### src/hw/rtl/otl_pkg.sv
// otl_pkg: shared types, codes and helpers of the outstanding transaction limiter
// no dependencies; imported by every otl module
package otl_pkg;

	localparam logic [1:0] OP_SEND = 2'd0;
	localparam logic [1:0] OP_RESP = 2'd1;
	localparam logic [1:0] OP_TICK = 2'd2;
	localparam logic [1:0] OP_NONE = 2'd3;

	localparam logic [2:0] KIND_SENT = 3'd0;
	localparam logic [2:0] KIND_UP   = 3'd1;
	localparam logic [2:0] KIND_DONE = 3'd2;
	localparam logic [2:0] KIND_PTMO = 3'd3;
	localparam logic [2:0] KIND_QTMO = 3'd4;
	localparam logic [2:0] KIND_REJ  = 3'd5;

	localparam logic [2:0] REG_MAX_OUT  = 3'd0;
	localparam logic [2:0] REG_SKIP0    = 3'd1;
	localparam logic [2:0] REG_MATCH    = 3'd2;
	localparam logic [2:0] REG_RD_TMO   = 3'd3;
	localparam logic [2:0] REG_WR_TMO   = 3'd4;

	localparam logic [7:0] WRITE_BIT = 8'h80;

	typedef struct packed {
		logic [3:0]  max_out;
		logic        skip0;
		logic        match;
		logic [15:0] rd_tmo;
		logic [15:0] wr_tmo;
	} cfg_t;

	typedef struct packed {
		logic [1:0] op;
		logic [15:0] id;
		logic [7:0]  prio;
		logic        bypass;
	} cmd_t;

	typedef struct packed {
		logic [2:0]  kind;
		logic [15:0] id;
		logic [7:0]  prio;
		logic [31:0] lat;
		logic        last;
	} res_t;

	function automatic logic [31:0] tmo_of(input logic [7:0] prio, input cfg_t c);
		tmo_of = ((prio & WRITE_BIT) != 8'd0) ? {16'd0, c.wr_tmo} : {16'd0, c.rd_tmo};
	endfunction

endpackage

### src/hw/rtl/otl_front.sv
// otl_front: accepts input beats, classifies them and holds them in a two-entry queue
// depends on otl_pkg
module otl_front (
	input  logic          clk,
	input  logic          arst_n,
	input  logic          req_valid,
	output logic          req_stall,
	input  logic [1:0]    op,
	input  logic [15:0]   req_id,
	input  logic [7:0]    req_priority,
	input  otl_pkg::cfg_t cfg,
	output logic          cmd_valid,
	output otl_pkg::cmd_t cmd,
	input  logic          cmd_pop
);
	import otl_pkg::*;

	cmd_t       q_mem_q [2];
	logic       wp_q, rp_q;
	logic [1:0] cnt_q;
	logic       push;
	cmd_t       cls;

	always_comb begin
		cls.op     = op;
		cls.id     = req_id;
		cls.prio   = req_priority;
		cls.bypass = (cfg.max_out == 4'd0) || (cfg.skip0 && req_id == 16'd0);
	end

	assign req_stall = (cnt_q == 2'd2);
	// op three is taken and dropped
	assign push      = req_valid && !req_stall && (op != OP_NONE);
	assign cmd_valid = (cnt_q != 2'd0);
	assign cmd       = q_mem_q[rp_q];

	always_ff @(posedge clk) begin
		if (push) begin
			q_mem_q[wp_q] <= cls;
		end
	end

	always_ff @(posedge clk or negedge arst_n) begin
		if (!arst_n) begin
			wp_q  <= 1'b0;
			rp_q  <= 1'b0;
			cnt_q <= 2'd0;
		end else begin
			if (push) begin
				wp_q <= !wp_q;
			end
			if (cmd_pop) begin
				rp_q <= !rp_q;
			end
			cnt_q <= cnt_q + {1'b0, push} - {1'b0, cmd_pop};
		end
	end
endmodule

### src/hw/rtl/otl_back.sv
// otl_back: sequencer over the pending table and wait store, with result hold and output register
// depends on otl_pkg
module otl_back #(
	parameter int MAX_PENDING = 8,
	parameter int WAIT_DEPTH  = 16
) (
	input  logic          clk,
	input  logic          arst_n,
	input  otl_pkg::cfg_t cfg,
	input  logic          cmd_valid,
	input  otl_pkg::cmd_t cmd,
	output logic          cmd_pop,
	output logic          res_valid,
	input  logic          res_stall,
	output otl_pkg::res_t res
);
	import otl_pkg::*;

	localparam int PIW = (MAX_PENDING > 1) ? $clog2(MAX_PENDING) : 1;
	localparam int WIW = (WAIT_DEPTH > 1) ? $clog2(WAIT_DEPTH) : 1;
	localparam int CW  = $clog2(MAX_PENDING + 1);

	typedef enum logic [7:0] {
		ST_IDLE  = 8'b0000_0001,
		ST_EXEC  = 8'b0000_0010,
		ST_PSCAN = 8'b0000_0100,
		ST_RESP1 = 8'b0000_1000,
		ST_RESP2 = 8'b0001_0000,
		ST_WSCAN = 8'b0010_0000,
		ST_WEND  = 8'b0100_0000,
		ST_FIN   = 8'b1000_0000
	} state_t;

	state_t state_q;
	cmd_t   cmd_q;

	logic [31:0] now_q;
	logic [15:0] seq_q;
	logic [CW-1:0] pcnt_q;

	logic [MAX_PENDING-1:0] pv_q;
	logic [15:0] pid_q   [MAX_PENDING];
	logic [7:0]  ppr_q   [MAX_PENDING];
	logic [31:0] psent_q [MAX_PENDING];
	logic [31:0] parr_q  [MAX_PENDING];

	logic [WAIT_DEPTH-1:0] wv_q;
	logic [15:0] wid_q  [WAIT_DEPTH];
	logic [7:0]  wpr_q  [WAIT_DEPTH];
	logic [31:0] warr_q [WAIT_DEPTH];
	logic [15:0] word_q [WAIT_DEPTH];

	logic [PIW-1:0] pi_q;
	logic [WIW-1:0] wj_q;
	logic           phase_q;

	logic           hit_v_q;
	logic [PIW-1:0] hidx_q;
	logic [15:0]    hid_q;
	logic [7:0]     hpr_q;
	logic [31:0]    harr_q;
	logic [31:0]    hage_q;

	logic           bv_q;
	logic [WIW-1:0] bidx_q;
	logic [15:0]    bid_q;
	logic [7:0]     bpr_q;
	logic [31:0]    barr_q;
	logic [15:0]    ba_q;

	res_t hold_q, res_q;
	logic hold_v_q, res_valid_q;

	logic [7:0]     lim;
	logic           room;
	logic [PIW-1:0] pfree_idx;
	logic [WIW-1:0] wfree_idx;
	logic           wfree;
	logic [31:0]    p_age;
	logic           p_tmo, p_match, p_last, p_hold;
	logic [31:0]    w_age;
	logic [15:0]    w_a;
	logic           w_cand, w_better, w_last;
	logic           can_emit, out_free;
	logic           emit_en;
	logic           fin_push;
	res_t           emit_res;

	always_comb begin
		lim = {4'd0, cfg.max_out};
		if (lim > 8'(MAX_PENDING)) begin
			lim = 8'(MAX_PENDING);
		end
		if (!cfg.match && lim > 8'd1) begin
			lim = 8'd1;
		end
		room = 8'(pcnt_q) < lim;
	end

	always_comb begin
		pfree_idx = '0;
		for (int i = MAX_PENDING - 1; i >= 0; i--) begin
			if (!pv_q[i]) begin
				pfree_idx = PIW'(i);
			end
		end
		wfree_idx = '0;
		wfree     = 1'b0;
		for (int k = WAIT_DEPTH - 1; k >= 0; k--) begin
			if (!wv_q[k]) begin
				wfree_idx = WIW'(k);
				wfree     = 1'b1;
			end
		end
	end

	always_comb begin
		p_age   = now_q - psent_q[pi_q];
		p_tmo   = pv_q[pi_q] && (p_age > tmo_of(ppr_q[pi_q], cfg));
		p_match = pv_q[pi_q] && (pid_q[pi_q] == cmd_q.id) &&
			!(cfg.skip0 && cmd_q.id == 16'd0) && !hit_v_q;
		p_last  = (pi_q == PIW'(MAX_PENDING - 1));
		w_age   = now_q - warr_q[wj_q];
		w_a     = seq_q - word_q[wj_q];
		w_cand  = wv_q[wj_q] && (phase_q || (w_age >= tmo_of(wpr_q[wj_q], cfg)));
		w_better = !bv_q || (wpr_q[wj_q] > bpr_q) || (wpr_q[wj_q] == bpr_q && w_a > ba_q);
		w_last  = (wj_q == WIW'(WAIT_DEPTH - 1));
	end

	assign out_free = !res_valid_q || !res_stall;
	assign can_emit = !hold_v_q || out_free;
	assign p_hold   = (cmd_q.op == OP_TICK) && p_tmo && !can_emit;
	assign cmd_pop  = (state_q == ST_IDLE) && cmd_valid;
	assign fin_push = (state_q == ST_FIN) && hold_v_q && out_free;

	always_comb begin
		emit_en  = 1'b0;
		emit_res = '{kind: KIND_SENT, id: cmd_q.id, prio: cmd_q.prio, lat: 32'd0, last: 1'b0};
		case (state_q)
			ST_EXEC: begin
				if (cmd_q.op == OP_SEND) begin
					emit_en = cmd_q.bypass || room || !wfree;
					if (!cmd_q.bypass && !room && !wfree) begin
						emit_res.kind = KIND_REJ;
					end
				end else if (cmd_q.op == OP_RESP && lim == 8'd0) begin
					emit_en       = 1'b1;
					emit_res.kind = KIND_UP;
					emit_res.id   = cfg.match ? cmd_q.id : 16'd0;
				end
			end
			ST_PSCAN: begin
				if (cmd_q.op == OP_TICK && p_tmo && can_emit) begin
					emit_en  = 1'b1;
					emit_res = '{kind: KIND_PTMO, id: pid_q[pi_q], prio: ppr_q[pi_q],
						lat: now_q - parr_q[pi_q], last: 1'b0};
				end
			end
			ST_RESP1: begin
				emit_en       = can_emit;
				emit_res.kind = KIND_UP;
				emit_res.id   = cfg.match ? cmd_q.id : (hit_v_q ? hid_q : 16'd0);
			end
			ST_RESP2: begin
				emit_en  = can_emit;
				emit_res = '{kind: KIND_DONE, id: hid_q, prio: hpr_q,
					lat: now_q - harr_q, last: 1'b0};
			end
			ST_WEND: begin
				emit_en  = bv_q && can_emit;
				emit_res = '{kind: phase_q ? KIND_SENT : KIND_QTMO, id: bid_q, prio: bpr_q,
					lat: phase_q ? 32'd0 : now_q - barr_q, last: 1'b0};
			end
			default: begin
				emit_en = 1'b0;
			end
		endcase
	end

	// tables and captured entries
	always_ff @(posedge clk) begin
		case (state_q)
			ST_IDLE: begin
				if (cmd_valid) begin
					cmd_q <= cmd;
				end
			end
			ST_EXEC: begin
				if (cmd_q.op == OP_SEND && !cmd_q.bypass) begin
					if (room) begin
						pid_q[pfree_idx]   <= cmd_q.id;
						ppr_q[pfree_idx]   <= cmd_q.prio;
						psent_q[pfree_idx] <= now_q;
						parr_q[pfree_idx]  <= now_q;
					end else if (wfree) begin
						wid_q[wfree_idx]  <= cmd_q.id;
						wpr_q[wfree_idx]  <= cmd_q.prio;
						warr_q[wfree_idx] <= now_q;
						word_q[wfree_idx] <= seq_q;
					end
				end
			end
			ST_PSCAN: begin
				if (cmd_q.op == OP_RESP && ((cfg.match && p_match) ||
					(!cfg.match && pv_q[pi_q] && (!hit_v_q || p_age > hage_q)))) begin
					hidx_q <= pi_q;
					hid_q  <= pid_q[pi_q];
					hpr_q  <= ppr_q[pi_q];
					harr_q <= parr_q[pi_q];
					hage_q <= p_age;
				end
			end
			ST_WSCAN: begin
				if (w_cand && w_better) begin
					bidx_q <= wj_q;
					bid_q  <= wid_q[wj_q];
					bpr_q  <= wpr_q[wj_q];
					barr_q <= warr_q[wj_q];
					ba_q   <= w_a;
				end
			end
			ST_WEND: begin
				if (bv_q && can_emit && phase_q) begin
					pid_q[pfree_idx]   <= bid_q;
					ppr_q[pfree_idx]   <= bpr_q;
					psent_q[pfree_idx] <= now_q;
					parr_q[pfree_idx]  <= barr_q;
				end
			end
			default: begin
			end
		endcase
		if (emit_en) begin
			hold_q <= emit_res;
			if (hold_v_q) begin
				res_q <= hold_q;
			end
		end
		if (fin_push) begin
			res_q <= '{kind: hold_q.kind, id: hold_q.id, prio: hold_q.prio,
				lat: hold_q.lat, last: 1'b1};
		end
	end

	always_ff @(posedge clk or negedge arst_n) begin
		if (!arst_n) begin
			state_q     <= ST_IDLE;
			now_q       <= 32'd0;
			seq_q       <= 16'd0;
			pcnt_q      <= '0;
			pv_q        <= '0;
			wv_q        <= '0;
			pi_q        <= '0;
			wj_q        <= '0;
			phase_q     <= 1'b0;
			hit_v_q     <= 1'b0;
			bv_q        <= 1'b0;
			hold_v_q    <= 1'b0;
			res_valid_q <= 1'b0;
		end else begin
			if ((emit_en && hold_v_q) || fin_push) begin
				res_valid_q <= 1'b1;
			end else if (res_valid_q && !res_stall) begin
				res_valid_q <= 1'b0;
			end
			if (emit_en) begin
				hold_v_q <= 1'b1;
			end
			case (state_q)
				ST_IDLE: begin
					if (cmd_valid) begin
						state_q <= ST_EXEC;
					end
				end
				ST_EXEC: begin
					pi_q    <= '0;
					hit_v_q <= 1'b0;
					case (cmd_q.op)
						OP_SEND: begin
							state_q <= ST_FIN;
							if (!cmd_q.bypass) begin
								if (room) begin
									pv_q[pfree_idx] <= 1'b1;
									pcnt_q          <= pcnt_q + 1'b1;
								end else if (wfree) begin
									wv_q[wfree_idx] <= 1'b1;
									seq_q           <= seq_q + 16'd1;
								end
							end
						end
						OP_RESP: begin
							state_q <= (lim == 8'd0) ? ST_FIN : ST_PSCAN;
						end
						OP_TICK: begin
							now_q   <= now_q + 32'd1;
							state_q <= (lim == 8'd0) ? ST_FIN : ST_PSCAN;
						end
						default: begin
							state_q <= ST_FIN;
						end
					endcase
				end
				ST_PSCAN: begin
					if (cmd_q.op == OP_RESP && ((cfg.match && p_match) ||
						(!cfg.match && pv_q[pi_q] && (!hit_v_q || p_age > hage_q)))) begin
						hit_v_q <= 1'b1;
					end
					if (cmd_q.op == OP_TICK && p_tmo && can_emit) begin
						pv_q[pi_q] <= 1'b0;
						pcnt_q     <= pcnt_q - 1'b1;
					end
					if (!p_hold) begin
						if (p_last) begin
							pi_q    <= '0;
							wj_q    <= '0;
							bv_q    <= 1'b0;
							phase_q <= 1'b0;
							state_q <= (cmd_q.op == OP_RESP) ? ST_RESP1 : ST_WSCAN;
						end else begin
							pi_q <= pi_q + 1'b1;
						end
					end
				end
				ST_RESP1: begin
					if (can_emit) begin
						state_q <= hit_v_q ? ST_RESP2 : ST_FIN;
					end
				end
				ST_RESP2: begin
					if (can_emit) begin
						pv_q[hidx_q] <= 1'b0;
						pcnt_q       <= pcnt_q - 1'b1;
						state_q      <= ST_WSCAN;
					end
				end
				ST_WSCAN: begin
					if (phase_q && !room) begin
						state_q <= ST_FIN;
					end else begin
						if (w_cand && w_better) begin
							bv_q <= 1'b1;
						end
						if (w_last) begin
							state_q <= ST_WEND;
						end
						wj_q <= wj_q + 1'b1;
					end
				end
				ST_WEND: begin
					wj_q <= '0;
					if (bv_q) begin
						if (can_emit) begin
							wv_q[bidx_q] <= 1'b0;
							bv_q         <= 1'b0;
							state_q      <= ST_WSCAN;
							if (phase_q) begin
								pv_q[pfree_idx] <= 1'b1;
								pcnt_q          <= pcnt_q + 1'b1;
							end
						end
					end else if (!phase_q) begin
						phase_q <= 1'b1;
						state_q <= ST_WSCAN;
					end else begin
						state_q <= ST_FIN;
					end
				end
				ST_FIN: begin
					if (!hold_v_q) begin
						state_q <= ST_IDLE;
					end else if (out_free) begin
						hold_v_q <= 1'b0;
						state_q  <= ST_IDLE;
					end
				end
				default: begin
					state_q <= ST_IDLE;
				end
			endcase
		end
	end

	assign res_valid = res_valid_q;
	assign res       = res_q;
endmodule

### src/hw/rtl/outstanding_transaction_limiter_unit.sv
// outstanding_transaction_limiter_unit: top level, configuration registers and port mapping
// depends on otl_pkg, otl_front, otl_back
//
//   channel   handshake            payload
//   req       req_valid/req_stall  op, req_id, req_priority
//   res       res_valid/res_stall  kind, out_id, out_priority, wr_flag, latency, last
//   cfg       cfg_valid/cfg_ready  cfg_index, cfg_data
//
// a send needs no table walk; with a nonzero limit a response or tick walks the pending table,
// then a tick, or a response that retired an entry, scans the wait store, one scan per expired
// or issued entry plus one final scan per phase, the issue phase ending once the pending table is full
// the front queue holds two beats, so up to two inputs are taken while the sequencer is busy
// reset clears all valid bits, counters and time; no clearing pass
module outstanding_transaction_limiter_unit #(
	parameter int MAX_PENDING = 8,
	parameter int WAIT_DEPTH  = 16
) (
	input  logic        clk,
	input  logic        arst_n,
	input  logic        req_valid,
	output logic        req_stall,
	input  logic [1:0]  op,
	input  logic [15:0] req_id,
	input  logic [7:0]  req_priority,
	output logic        res_valid,
	input  logic        res_stall,
	output logic [2:0]  kind,
	output logic [15:0] out_id,
	output logic [7:0]  out_priority,
	output logic        wr_flag,
	output logic [31:0] latency,
	output logic        last,
	input  logic        cfg_valid,
	output logic        cfg_ready,
	input  logic [2:0]  cfg_index,
	input  logic [15:0] cfg_data
);
	import otl_pkg::*;

	cfg_t cfg_q;
	logic cmd_valid, cmd_pop;
	cmd_t cmd;
	res_t res;

	assign cfg_ready = 1'b1;

	always_ff @(posedge clk or negedge arst_n) begin
		if (!arst_n) begin
			cfg_q <= '{max_out: 4'd1, skip0: 1'b0, match: 1'b1, rd_tmo: 16'd200, wr_tmo: 16'd200};
		end else if (cfg_valid && cfg_ready) begin
			case (cfg_index)
				REG_MAX_OUT: cfg_q.max_out <= cfg_data[3:0];
				REG_SKIP0:   cfg_q.skip0   <= cfg_data[0];
				REG_MATCH:   cfg_q.match   <= cfg_data[0];
				REG_RD_TMO:  cfg_q.rd_tmo  <= cfg_data;
				REG_WR_TMO:  cfg_q.wr_tmo  <= cfg_data;
				default: begin
				end
			endcase
		end
	end

	otl_front u_front (
		.clk          (clk),
		.arst_n       (arst_n),
		.req_valid    (req_valid),
		.req_stall    (req_stall),
		.op           (op),
		.req_id       (req_id),
		.req_priority (req_priority),
		.cfg          (cfg_q),
		.cmd_valid    (cmd_valid),
		.cmd          (cmd),
		.cmd_pop      (cmd_pop)
	);

	otl_back #(
		.MAX_PENDING (MAX_PENDING),
		.WAIT_DEPTH  (WAIT_DEPTH)
	) u_back (
		.clk       (clk),
		.arst_n    (arst_n),
		.cfg       (cfg_q),
		.cmd_valid (cmd_valid),
		.cmd       (cmd),
		.cmd_pop   (cmd_pop),
		.res_valid (res_valid),
		.res_stall (res_stall),
		.res       (res)
	);

	assign kind         = res.kind;
	assign out_id       = res.id;
	assign out_priority = res.prio;
	assign wr_flag      = res.prio[7];
	assign latency      = res.lat;
	assign last         = res.last;
endmodule

### config.mk
export PLATFORM = sky130hd
export DESIGN_NAME = outstanding_transaction_limiter_unit
export DESIGN_NICKNAME = d
export VERILOG_FILES = /design/src/hw/rtl/otl_pkg.sv /design/src/hw/rtl/otl_front.sv /design/src/hw/rtl/otl_back.sv /design/src/hw/rtl/outstanding_transaction_limiter_unit.sv
export SDC_FILE = /design/constraint.sdc
export NUM_CORES = 2
export LEC_CHECK = 0
export BUFFER_PORTS_ARGS = -buffer_cell sky130_fd_sc_hd__buf_2
export CAP_MARGIN = 20
export CORE_UTILIZATION = 50
export DETAILED_ROUTE_END_ITERATION = 10
export GPL_ROUTABILITY_DRIVEN = 0
export PLACE_DENSITY = 0.71
export SYNTH_ARGS = -nofsm -noshare
export SYNTH_HDL_FRONTEND = slang
export SYNTH_SLANG_ARGS = --single-unit
### constraint.sdc
create_clock -name clk -period 17.3 [get_ports clk]
set_input_delay 0.865 -clock clk [delete_from_list [all_inputs] [get_ports clk]]
set_output_delay 0.865 -clock clk [all_outputs]
set_load 0.01 [all_outputs]
* Yosys cells after proc, flatten, opt, wreduce, memory -nomap -nowiden
Memory sizes are Yosys's and may differ from the RTL's. A register that Yosys moved wholly into a read port is not among the register bits.
Cells that the tools add are included.
** Word-level totals
- Bits in registers :: 409
- Output and inout bits :: 64
- Bits in writable memories :: 1910
- Memories kept :: 9
** Memories
- u_back.warr_q :: depth 16, bits a word 32, read ports 1, clocked after memory_dff 0, wr ports 1, RTL line otl_back.sv:50 : logic [31:0] warr_q [WAIT_DEPTH];
- u_back.parr_q :: depth 8, bits a word 32, read ports 1, clocked after memory_dff 0, wr ports 1, RTL line otl_back.sv:45 : logic [31:0] parr_q [MAX_PENDING];
- u_back.psent_q :: depth 8, bits a word 32, read ports 1, clocked after memory_dff 0, wr ports 1, RTL line otl_back.sv:44 : logic [31:0] psent_q [MAX_PENDING];
- u_back.wid_q :: depth 16, bits a word 16, read ports 1, clocked after memory_dff 1, wr ports 1, RTL line otl_back.sv:48 : logic [15:0] wid_q [WAIT_DEPTH];
- u_back.word_q :: depth 16, bits a word 16, read ports 1, clocked after memory_dff 0, wr ports 1, RTL line otl_back.sv:51 : logic [15:0] word_q [WAIT_DEPTH];
- u_back.pid_q :: depth 8, bits a word 16, read ports 1, clocked after memory_dff 0, wr ports 1, RTL line otl_back.sv:42 : logic [15:0] pid_q [MAX_PENDING];
- +3 memories
** Operators by class
- Reduce and logical (&&, ||, !) cells :: 98
- Muxes and demuxes :: 160
- Bitwise operators :: 14
- Add/sub/neg operators :: 14
- Order comparisons :: 19
- Equality and inequality tests :: 40
** Operator list (number)
- 2-to-1 mux 16 bit :: 13
- 2-to-1 mux 8 bit :: 24
- 2-to-1 mux 60 bit :: 3
- subtractor 32 bit :: 5
- case mux 41 bit (3 select lines) :: 1
- 2-to-1 mux 4 bit :: 28
- 2-to-1 mux 32 bit :: 3
- case mux 19 bit (5 select lines) :: 1
- greater-than comparator 32 bit :: 2
- case mux 8 bit (8 select lines) :: 1
- 2-to-1 mux 59 bit :: 1
- 2-to-1 mux 1 bit :: 54
- 2-to-1 mux 3 bit :: 13
- logical AND 1 bit :: 36
- adder 32 x 1 -> 32 bit, second input constant :: 1
- >= comparator 32 bit :: 1
- logical NOT 16 bit :: 2
- case mux 16 bit (2 select lines) :: 1
- case mux 8 bit (4 select lines) :: 1
- != test 2 x 1 -> 1 bit, second input constant :: 13
- AND reduction 2 bit :: 13
- 2-to-1 mux 17 bit :: 1
- adder 16 x 1 -> 16 bit, second input constant :: 1
- bitwise AND 16 bit :: 1
- other kinds (67) :: 125

* Depth between registers and ports, before layout
- Depth after elaboration :: 26
- Mapped depth :: 31

* Cells and area by module
From an unflattened synthesis, not the netlist that was laid out.
** Unflattened totals
- Cell total of the unflattened synthesis :: 6003
- Area total of the unflattened synthesis :: 100742.9 µm²
** By module, submodules not included
- otl_back :: cells an instance 5806, area each 96943.0 µm², instances 1, seq. area each 67526.0 µm²
- otl_front :: cells an instance 110, area each 2311.0 µm², instances 1, seq. area each 1721.7 µm²
- outstanding_transaction_limiter_unit :: cells an instance 87, area each 1488.9 µm², instances 1, seq. area each 960.9 µm²

* Worst setup path before layout
OpenSTA, ideal clock, no wires.
- Path kind :: register to register
- Start :: register u_back.wj_q[0]
- End :: register u_back.ba_q[0], enable pin
- Cell stages (with the launch flop) :: 30
- Data arrival time :: 9.506 ns
- Path slack :: 7.283 ns
- Period minus slack after synthesis :: 10.017 ns
- Buffers on the path :: 4
- Cells stage by stage :: dfrtp_1 > buf_1 > clkbuf_1 > buf_1 > clkbuf_1 > mux4_2 > mux4_2 > ha_1 > inv_1 > fa_1 > a21o_1 > a21oi_1 > o21ai_0 > a21oi_1 > o21bai_1 > a21oi_1 > o21bai_1 > a21oi_1 > o21ai_0 > a21o_1 > a21oi_1 > xnor2_1 > ha_1 > nand4_1 > nor2_1 > a221oi_1 > o21ai_0 > o31ai_1 > a211o_1 > nor2_1
** On the way
- Cells in the longest elaborated chain, start to end :: 7
- Elaborated cells between the ends (all ways) :: 19
- Classes of those cells :: add/sub (2); order compare (3); eq/ne (1); mux (3); reduce/logical (7); memory (3)
** Ends and longest elaborated chain
- start, declared :: RTL line otl_back.sv:54 : logic [WIW-1:0] wj_q;
- start signal, assigned :: RTL line otl_back.sv:346 : wj_q <= wj_q + 1'b1;
- memory (16 x 16 bit)
- subtractor 16 bit :: RTL line otl_back.sv:124 : w_a = seq_q - word_q[wj_q];
- named net u_back.w_a[14] :: RTL line otl_back.sv:82 : logic [15:0] w_a;
- greater-than comparator 16 bit :: RTL line otl_back.sv:126 : w_better = !bv_q || (wpr_q[wj_q] > bpr_q) || (wpr_q[wj_q] == bpr_q && w_a > ba_q);
- logical AND 1 bit :: RTL line otl_back.sv:126
- logical OR 1 bit :: RTL line otl_back.sv:126
- logical AND 1 bit :: RTL line otl_back.sv:214 : if (w_cand && w_better) begin
- AND reduction 2 bit (no line)
- end signal, assigned :: RTL line otl_back.sv:219 : ba_q <= w_a;
- end, declared :: RTL line otl_back.sv:69 : logic [15:0] ba_q;
The timed path passes the listed nets, and every way through them passes these cells. The select of a mux whose other input is x is not followed.
A chain may end at the register's enable or synchronous reset.

* Final worst setup path
- Start :: register u_back.wj_q[0]
- End :: register u_back.bid_q[10] (read register of u_back.wid_q), enable pin
** On the way
- Cells in the longest elaborated chain, start to end :: 7
- Elaborated cells between the ends (all ways) :: 19
- Classes of those cells :: add/sub (2); order compare (3); eq/ne (1); mux (3); reduce/logical (7); memory (3)
** Ends and longest elaborated chain
- memory (16 x 32 bit), or another cell as far along
- subtractor 32 bit, or another cell as far along :: RTL line otl_back.sv:123 : w_age = now_q - warr_q[wj_q];
- >= comparator 32 bit or greater-than comparator 16 bit (tied branches) :: RTL line otl_back.sv:125, otl_back.sv:126
- logical OR 1 bit or logical AND 1 bit (tied branches) :: RTL line otl_back.sv:125, otl_back.sv:126
- logical AND 1 bit or logical OR 1 bit (tied branches) :: RTL line otl_back.sv:125, otl_back.sv:126
- logical AND 1 bit :: RTL line otl_back.sv:214
- AND reduction 2 bit (no line)
- end, declared :: RTL line otl_back.sv:66 : logic [15:0] bid_q;
Several ways; a longest one is shown, not always the timed one. The select of a mux whose other input is x is not followed.

==> metrics.csv <==
stage,metric,value,unit
clocking,Resize count post-CTS,0,
die,die area,202000,µm²
yosys,Synth area leader,edfxtp_1,
sta,total negative slack,0,ns
cells_and_area,Final nets,6527,
clocking,cts bufs inserted,223,
die,I/O pins,114,
yosys,main combinational cell family by area after synthesis,multiplexers,
die,Die Height,450,µm
cells_and_area,sequential cell area,70200,µm²
routing,ANT nets after route,0,
yosys,#FFs+latches synth,2361,
yosys,Post-Synth Adder-Cell Area,3.53,%
place,Inst Count DP,8611,
clocking,CTS tree,done,
worst_hold_path,Worst Hold Class,in -> async,
yosys,cell count after synthesis,5948,
pwr,Psw,4.98,mW
yosys,"Top FF cell, synth",edfxtp_1,
clocking,root buf cell,clkbuf_16,
clocking,htree depth,4,
routing,vias per cell,6.27,
yosys,Netlist cell types,90,
cells_and_area,Fillers,14800,
clocking,CTS sink count,2361,
global_routing,largest net degree at the start of global routing,91,
yosys,multiplexer area fraction after synthesis,10.0,%
critical_path,R2R depth,26,
critical_path,worst r2r dst,u_back.bid_q[10]$_DFFE_PP_,
critical_path,CP required,17.85,ns
critical_path,Worst Path Arrival,9.75,ns
cells_and_area,fin util,56.6,%
pwr,Clk pwr share,30.3,%
sta,Slew @ Worst Pin,1.04,ns
pwr,Leak Pwr,38.0,nW
routing,vias,56700,
cells_and_area,area delta synth->final,12.0,%
pwr,sw frac,30.2,%
yosys,Post-synth top cells,"edfxtp_1, mux4_2, ha_1, inv_1, o21ai_0",
critical_path,WS Path Type,reg -> reg,
critical_path,CP startpoint kind,register,
clocking,Worst-path clk slew,0.06,ns
yosys,Synth Area in XOR/XNOR,1.80,%
yosys,compound-cell area share of the yosys netlist,7.81,%
die,row count,163,
routing,DR iter-0 viols,6461,
pwr,Comb power frac,26.1,%
critical_path,worst r2r src,u_back.wj_q[0]$_DFFE_PN0P_,
sta,Pins Over Slew Limit,0,
global_routing,GRT Util Overall,24.6,%
sta,hold_ws,0.0420,ns
place,PortBufs,112,
global_routing,remaining global-route overflow,0,
sta,final setup fails,0,
status,status,"complete, no violations",
global_routing,initial antenna violation count,1,
clocking,total setup buffers inserted after CTS,0,
yosys,"Net Count, Synth",6275,
yosys,Post-synth ARST share,5.84,%
die,Initial Util,50.5,%
pwr,P_int,11.5,mW
yosys,post-synth top area share,66.6,%
clocking,buffer levels on the longest clock path,3,
die,Core Region,198000,µm²
global_routing,vias in the first global route,56600,
yosys,yosys warns,0,
yosys,sequential cell area fraction in the yosys report,70.1,%
sta,Peak Freq,0.109,GHz
clocking,hold buffers post-CTS,0,
sta,Max-Slew Margin vs Limit,30.2,%
sta,crit share post-route,53.2,%
cells_and_area,share of cells above drive strength 1,18.0,%
routing,Post-Route WL,251,mm
global_routing,first-pass GRT wire length,369,mm
sta,minimum clock period,9.20,ns
pwr,power per cell area,147,nW/µm²
critical_path,r2r setup slk,8.10,ns
sta,Max Clock Skew,0.0634,ns
yosys,synth top area cells,"edfxtp_1, mux4_2, ha_1, dfrtp_1, a22oi_1",
yosys,syn avg cell area,16.8,µm²
yosys,Synth Cell Area,100000,µm²
sta,RSZ-0062 raised after global routing,false,
critical_path,worst-path fanout max,45,
cells_and_area,Final Non-Filler Cells,9039,
clocking,Skew-Pair Late Insertion Delay,0.92,ns
routing,drt pass-1 iters,6,
yosys,number of synthesized flops with an enable pin,2222,
routing,# DRC,0,
routing,Wirelength per Cell,27.7,µm
pwr,Peak VDD IR,0.000105,V
sta,final hold viol count,0,
critical_path,Critical Path Sink Type,register,
pwr,Flop pwr share,43.6,%
yosys,"count leader, synth",edfxtp_1,
flow_run,max-cap viol count,0,
place,DP Wirelength,151,mm
yosys,simple-gate portion of the synthesized area,4.85,%
die,die width,450,µm
cells_and_area,area occupied by multi-input gates,28400,µm²
## stage by stage
step	power (mW)	setup slack [ns]	cell area (µm²)
floorplan	10.2	7.28	100000
global placement	11.5	8.01	105000
global route	17.1	7.38	112000
detailed placement	11.6	8.10	105000
finish	16.5	8.10	112000
CTS	16.5	8.06	112000
## registers in the layout (all words and copies together), names as in the netlist, 60 cells and up
register,count
u_back.word_q,256
u_back.wid_q,256
u_back.res,60
u_back.wpr_q,128
u_back.ppr_q,64
u_back.psent_q,256
u_back.warr_q,512
u_back.parr_q,256
u_back.pid_q,128
## kinds of logic (layout without fill, tap and decap cells)
group	count (synthesis)	in the layout
mux	525	525
buf+inv	505	955
xor+xnor	206	206
simple gates	935	935
other cells	1	2
compound gates	1136	1136
fa+ha+maj	279	279
flops	2361	2361
## critical path, stage by stage (launching register included)
cell       delay (ns)
dfrtp_4          0.59
buf_4            0.66
buf_4            0.73
buf_4            0.64
mux4_2           0.59
mux4_2           0.56
inv_1            0.09
ha_1             0.28
a21oi_1          0.14
o21ai_0          0.11
or3_1            0.33
o211a_1          0.22
a31oi_1          0.35
a21boi_0         0.29
ha_1             0.28
nand4_1          0.10
nor2_1           0.06
nor3_1           0.15
o2111ai_1        0.14
nor3_1           0.20
nand3_1          0.10
a2111oi_0        0.58
nand4_1          0.20
nor4_1           0.32
and4_1           0.33
nor2_4           0.19
buf_4            0.39
## worst max path at each step
| stage | start | end |
|---|---|---|
| finish | u_back.wj_q[0]$_DFFE_PN0P_ | u_back.bid_q[10]$_DFFE_PP_ |
| global route | u_back.wj_q[0]$_DFFE_PN0P_ | u_back.bid_q[0]$_DFFE_PP_ |
| CTS | u_back.wj_q[0]$_DFFE_PN0P_ | u_back.bid_q[3]$_DFFE_PP_ |
| detailed placement | u_back.wj_q[0]$_DFFE_PN0P_ | u_back.bpr_q[0]$_DFFE_PP_ |
| global placement | u_back.wj_q[0]$_DFFE_PN0P_ | u_back.bpr_q[2]$_DFFE_PP_ |
| floorplan | u_back.wj_q[0]$_DFFE_PN0P_ | u_back.ba_q[0]$_DFFE_PP_ |
## power by group through the flow
stage | sequential [mW] | clock (mW) | combinational, mW
2_1_floorplan | 7.10 | 0 | 3.09
5_1_grt | 7.20 | 5.26 | 4.68
6_report | 7.18 | 4.99 | 4.30
3_3_place_gp | 7.28 | 0 | 4.19
3_5_place_dp | 7.30 | 0 | 4.27
4_1_cts | 7.18 | 5.05 | 4.30
## routing by layer
metal  GRT usage (%)  wire length (µm)
met1            33.8            100000
met2            40.0            121000
met3            4.17             21400
met4            8.09              7990
met5               0                 0
## placed cells by master, fill, tap and decap left out, types with 24 or more instances in the layout
master / Yosys / layout
a21oi_1: 191 / 191
clkbuf_1: 160 / 37
nor2_4: 0 / 24
nor2_1: 169 / 143
mux2i_1: 53 / 53
and4_1: 25 / 25
a22oi_1: 219 / 219
inv_1: 270 / 268
xnor2_1: 132 / 132
ha_1: 270 / 270
nand3_1: 84 / 84
nand2b_1: 40 / 40
edfxtp_1: 2222 / 2222
o21a_1: 36 / 36
and2_1: 26 / 25
clkinv_1: 1 / 54
a221o_1: 34 / 34
nor3_1: 59 / 53
buf_2: 5 / 113
bufinv_16: 0 / 29
and3_1: 60 / 59
mux2_2: 100 / 100
o21ai_0: 229 / 229
clkinv_2: 0 / 46
a21o_1: 87 / 87
buf_4: 8 / 141
nor2b_1: 98 / 98
clkbuf_16: 0 / 224
a22o_1: 63 / 63
nand4_1: 60 / 60
a221oi_1: 62 / 62
dfrtp_1: 129 / 123
mux4_2: 372 / 372
nand2_1: 220 / 219
xor2_1: 74 / 74
## final cells by class
type                    instances  area share, %
inverters                     271          0.911
clock inverters               159           1.60
diodes                          1        0.00223
flip-flops and latches       2361           62.6
repair buffers                261           1.55
multi-input cells            3082           25.3
clock buffers                 264           5.16
well taps                    2640           2.94
No activity file was read; power rests on OpenSTA's default activity.
